## src/hw/rtl/kpht_pkg.sv

```systemverilog
// Types and constants shared by the k-mer pair hash table modules.
`default_nettype none
package kpht_pkg;

  localparam int unsigned SIZE_W  = 11;  // table size register width
  localparam int unsigned MULT_W  = 32;  // hash multiplier width
  localparam int unsigned KLEN_W  = 4;   // k-mer length register width
  localparam int unsigned KEY_W   = 64;  // one k-mer field
  localparam int unsigned ORDER_W = 32;  // insertion order counter
  localparam int unsigned SLOT_W  = 10;  // slot field of a result
  localparam int unsigned ATT_W   = SIZE_W + 1;
  localparam int unsigned PROD_W  = 2 * SIZE_W;  // h * (mult mod size) + base
  localparam int unsigned DVD_W   = 32;  // dividend width of the remainder unit
  localparam int unsigned NB_W    = 6;   // bit count of the remainder unit
  localparam int unsigned CIDX_W  = 2;

  localparam logic [CIDX_W-1:0] CFG_MULT = 2'd0;
  localparam logic [CIDX_W-1:0] CFG_SIZE = 2'd1;
  localparam logic [CIDX_W-1:0] CFG_KLEN = 2'd2;

  localparam logic [MULT_W-1:0] MULT_RST = 32'd257;
  localparam logic [SIZE_W-1:0] SIZE_RST = 11'd1021;
  localparam logic [KLEN_W-1:0] KLEN_RST = 4'd8;

  typedef enum logic [1:0] {
    ST_OK       = 2'd0,
    ST_NOTFOUND = 2'd1,
    ST_EXISTS   = 2'd2,
    ST_FULL     = 2'd3
  } status_e;

  typedef enum logic [2:0] {
    S_CLEAR,
    S_IDLE,
    S_MRED,
    S_MUL,
    S_HMOD,
    S_RD,
    S_CMP,
    S_DONE
  } state_e;

  typedef struct packed {
    logic               valid;
    logic [KEY_W-1:0]   src;
    logic [KEY_W-1:0]   dst;
    logic [ORDER_W-1:0] order;
  } entry_t;

  // request to the remainder unit
  typedef struct packed {
    logic              start;
    logic [DVD_W-1:0]  dividend;  // left aligned
    logic [NB_W-1:0]   nbits;
    logic [SIZE_W-1:0] divisor;
  } rem_req_t;

  typedef struct packed {
    logic              busy;
    logic              done;
    logic [SIZE_W-1:0] rem;
  } rem_rsp_t;

endpackage
`default_nettype wire

```

## src/hw/rtl/kpht_rem.sv

```systemverilog
// Bit-serial remainder unit: one dividend bit per cycle, restoring.
`default_nettype none
module kpht_rem (
  input  wire                  clk_i,
  input  wire                  rst_ni,
  input  kpht_pkg::rem_req_t   req_i,
  output kpht_pkg::rem_rsp_t   rsp_o
);

  logic [kpht_pkg::DVD_W-1:0]  sh_q;
  logic [kpht_pkg::NB_W-1:0]   cnt_q;
  logic [kpht_pkg::SIZE_W-1:0] r_q, div_q, r_n;
  logic                        busy_q, done_q;
  logic [kpht_pkg::SIZE_W:0]   t;

  // shift in next bit, subtract divisor when it fits
  always_comb begin
    t = {r_q, sh_q[kpht_pkg::DVD_W-1]};
    if (t >= {1'b0, div_q}) begin
      t = t - {1'b0, div_q};
    end
    r_n = t[kpht_pkg::SIZE_W-1:0];
  end

  always_ff @(posedge clk_i or negedge rst_ni) begin
    if (!rst_ni) begin
      busy_q <= 1'b0;
      done_q <= 1'b0;
    end else begin
      done_q <= 1'b0;
      if (req_i.start) begin
        busy_q <= 1'b1;
      end else if (busy_q && cnt_q == kpht_pkg::NB_W'(1)) begin
        busy_q <= 1'b0;
        done_q <= 1'b1;
      end
    end
  end

  always_ff @(posedge clk_i) begin
    if (req_i.start) begin
      sh_q  <= req_i.dividend;
      cnt_q <= req_i.nbits;
      div_q <= req_i.divisor;
      r_q   <= '0;
    end else if (busy_q) begin
      sh_q  <= {sh_q[kpht_pkg::DVD_W-2:0], 1'b0};
      cnt_q <= cnt_q - kpht_pkg::NB_W'(1);
      r_q   <= r_n;
    end
  end

  assign rsp_o.busy = busy_q;
  assign rsp_o.done = done_q;
  assign rsp_o.rem  = r_q;

  a_no_restart: assert property (@(posedge clk_i) disable iff (!rst_ni)
    busy_q |-> !req_i.start) else $error("remainder restarted while busy");
  a_done_after_busy: assert property (@(posedge clk_i) disable iff (!rst_ni)
    done_q |-> $past(busy_q)) else $error("done without a running division");
  a_rem_range: assert property (@(posedge clk_i) disable iff (!rst_ni)
    done_q |-> (r_q < div_q)) else $error("remainder not below divisor");

endmodule
`default_nettype wire

```

## config.mk

```make
export PLATFORM = sky130hd
export DESIGN_NAME = kpht_rem
export DESIGN_NICKNAME = d
export VERILOG_FILES = /design/src/hw/rtl/kpht_pkg.sv /design/src/hw/rtl/kpht_rem.sv
export SDC_FILE = /design/constraint.sdc
export NUM_CORES = 1
export LEC_CHECK = 0
export BUFFER_PORTS_ARGS = -buffer_cell sky130_fd_sc_hd__buf_2
export CORE_MARGIN = 2
export CORE_UTILIZATION = 29
export CTS_CLUSTER_SIZE = 20
export DETAILED_ROUTE_END_ITERATION = 7
export PLACE_DENSITY_LB_ADDON = 0.3
export SLEW_MARGIN = 20
export SYNTH_ARGS = -nofsm -noshare
export SYNTH_HDL_FRONTEND = slang
export SYNTH_SLANG_ARGS = --single-unit
```

## constraint.sdc

```tcl
create_clock -name clk_i -period 3.1 [get_ports clk_i]
set_input_delay 0.775 -clock clk_i [delete_from_list [all_inputs] [get_ports clk_i]]
set_output_delay 0.775 -clock clk_i [all_outputs]
set_load 0.05 [all_outputs]
```

==> results.md <==
* Outcome: completed
* Vias in the first global route at 2235
* GRT Resource Usage Total at 0.121
* Multi-input logic area at 1310 um^2
* Tmin final at 2540 ps
* Postcts setup bufs at 0
* Ports at 65
* Final TNS setup at 0 ps
* Pre-CTS WS at 579 ps
* RSZ-0062 raised after global routing: no
* Cell Pwr Density at 772 nW/um^2
* Critical Path End Type: flop
* Final period util at 0.821
* Core Area at 10700 um^2
* Post-synth EDFFs at 49
* Worst-Margin Slew at 530 ps
* Final worst slack at 556 ps
* Non-filler cells, final at 476
* Cell family with most CP delay: compound AO/OA/AOI/OAI gates
* Clock Tree Buf Depth at 2
* Clock buffer count from CTS at 9
* DR WL/cell at 13.5 um
* Max Clk Rate at 0.393 GHz
* Final WL at 6420 um
* Die area at 11800 um^2
* Fill count at 1128
* First-pass GRT wire length at 10700 um
* Clk sinks at 62
* Die X at 109 um
* Vias/cell at 4.58
* WS Path Type: reg2reg
* IO buf count at 64
* Mapped Nets at 331
* CTS root buf: clkbuf_8
* Clock transition at path regs at 80 ps
* Leakage at 0.00165 uW
* DR vias at 2181
* Distinct cells, synth at 46
* Synth area leaders: edfxtp_1, mux2_2, dfxtp_1
* DR iter-0 viols at 82
* Startpoint Class: flop
* Number of iterations in the first detailed-routing pass at 4
* Placed cells at 460
* Layout cells sized above 1 at 0.345
* Post-synth top cells: edfxtp_1, mux2_2, nor2_1, nand2_1, inv_1
* Gate Count Post-Synth at 265
* Final Hold Viols at 0
* CP peak stage delay at 420 ps
* Endpoints failing setup at 0
* # resized after CTS at 0
* Worst-path cell chain: inv_1, ha_1, fa_1, nand2b_1, a21oi_1, o2111a_1, nor2_1, or3b_1, a311oi_1
* GPL Wtd Cong at 0.808
* FF+latch count, synth at 62
* Post-synth top area cell: edfxtp_1
* Hold WS at 196 ps
* Worst path slowest cell: fa_1
* Slew margin rel. at 0.645
* Asr flop ratio synth at 0.0323
* Yosys Warn Count at 0
* CP max FO at 4
* R2r worst-path depth at 9
* Post-Route Skew at 10.4 ps
* Most frequent cell after synthesis: edfxtp_1
* Die Span Y at 109 um
* WP data arrival at 2800 ps
* CP required at 3360 ps
* Synth Flop Type: edfxtp_1
* Remaining DRCs at 0
* Worst-Skew Late Latency at 350 ps
* CP bufs+invs at 1
* Initial antenna violation count at 0
* Slew Viols, Final at 0
* Critical path depth at 9
* Register Area at 1740 um^2
* Tot Pwr at 2960 uW
* Worst vdd ir at 396 uV
* H-Tree Depth at 3
* GRT overflow at 0
* Routed Antenna Nets at 0
* Row count at 38
* HPWL after DPL at 4690 um
* Hold Crit Class: in2async
* Syn-to-layout area delta at 20.6%
* Max-cap violations at 0
* Largest net degree at the start of global routing at 39
* Netlist Area Pre-Place at 3180 um^2
* CTS tree: yes
* Initial Utilization at 0.296
* Antenna diodes at 0
* Sequential fraction of the synthesis area at 0.548
* Cts hold-fix bufs at 0
* NumNets Final at 397
* Mean Syn Cell Area at 12.0 um^2
* Post-synth top area share at 0.463
## worst paths after layout
| kind | start | end | slack, ps |
|---|---|---|---|
| worst max-delay path | sh_q[31] | r_q[6] | 560 |
| worst min-delay path | rst_ni | done_q | 200 |
| worst max register to register | sh_q[31] | r_q[6] | 560 |
| worst min register to register | cnt_q[5] | done_q | 490 |
| max in group asynchronous | rst_ni | busy_q | 2810 |
| min in group clk_i | cnt_q[5] | done_q | 490 |
## worst register-to-register path: stages, from the launching register on
cell and delay, ps:
edfxtp_1 320, inv_1 50, ha_1 220, fa_1 420
nand2b_1 180, a21oi_1 230, o2111a_1 300, nor2_1 110
or3b_1 370, a311oi_1 260
## cell families after synthesis
kind of cell             share of synthesized area
AND/OR/NAND/NOR                              0.105
flip-flops                                   0.548
AO/OA/AOI/OAI                               0.0988
multiplexers                                 0.132
buffers and inverters                       0.0390
adder cells (fa/ha/maj)                     0.0575
XOR/XNOR                                    0.0193
## stage by stage
step	area, um^2	util
2_1_floorplan	3180	-
3_3_place_gp	3640	0.338
3_5_place_dp	3640	0.338
4_1_cts	3830	0.357
5_1_grt	3830	0.357
6_report	3830	0.357
## cell usage in the layout (no fill, tap or decap), drive strengths merged, types with 2 or more instances in the layout
master,synthesis,routed
mux2i,6,6
nand3b,2,2
mux2,32,32
clkbuf,9,9
o21a,2,2
nor4b,2,2
o31ai,3,3
xor2,2,2
a211o,2,2
and4b,2,2
nor3,5,5
clkinv,0,3
nand2b,2,2
edfxtp,49,49
xnor2,5,5
dfrtp,2,2
buf,3,67
dfxtp,11,11
a21o,4,4
a311oi,2,2
a21oi,6,6
o211ai,2,2
nor2,25,25
ha,13,13
a211oi,3,3
nand2,18,18
o21ai,16,16
and3,2,2
nor2b,2,2
or3,2,2
inv,17,19
## state kept, by name (all words and copies together), names as in the netlist
register / cells
cnt_q: 6
busy_q: 1
sh_q: 32
done_q: 1
r_q: 11
div_q: 11
## final cells by class
type                    instances  area share
flip-flops and latches         62       0.454
multi-input cells             174       0.342
repair buffers                 67      0.0895
well taps                     140      0.0457
clock buffers                   9      0.0323
clock inverters                 7      0.0189
inverters                      17      0.0167
## power by group
part | internal [uW] | total (uW) | switching (uW)
sequential | 1050 | 1150 | 100
combinational | 428 | 1090 | 662
clock | 374 | 717 | 344
## layer usage
layer / up-vias / track usage / wire length [um]
li1: 1101 / - / -
met1: 1010 / 0.148 / 2920
met2: 57 / 0.183 / 2820
met3: 13 / 0.0550 / 507
met4: 0 / 0.0568 / 170
met5: - / 0 / 0
No activity file was read; power rests on OpenSTA's default activity.
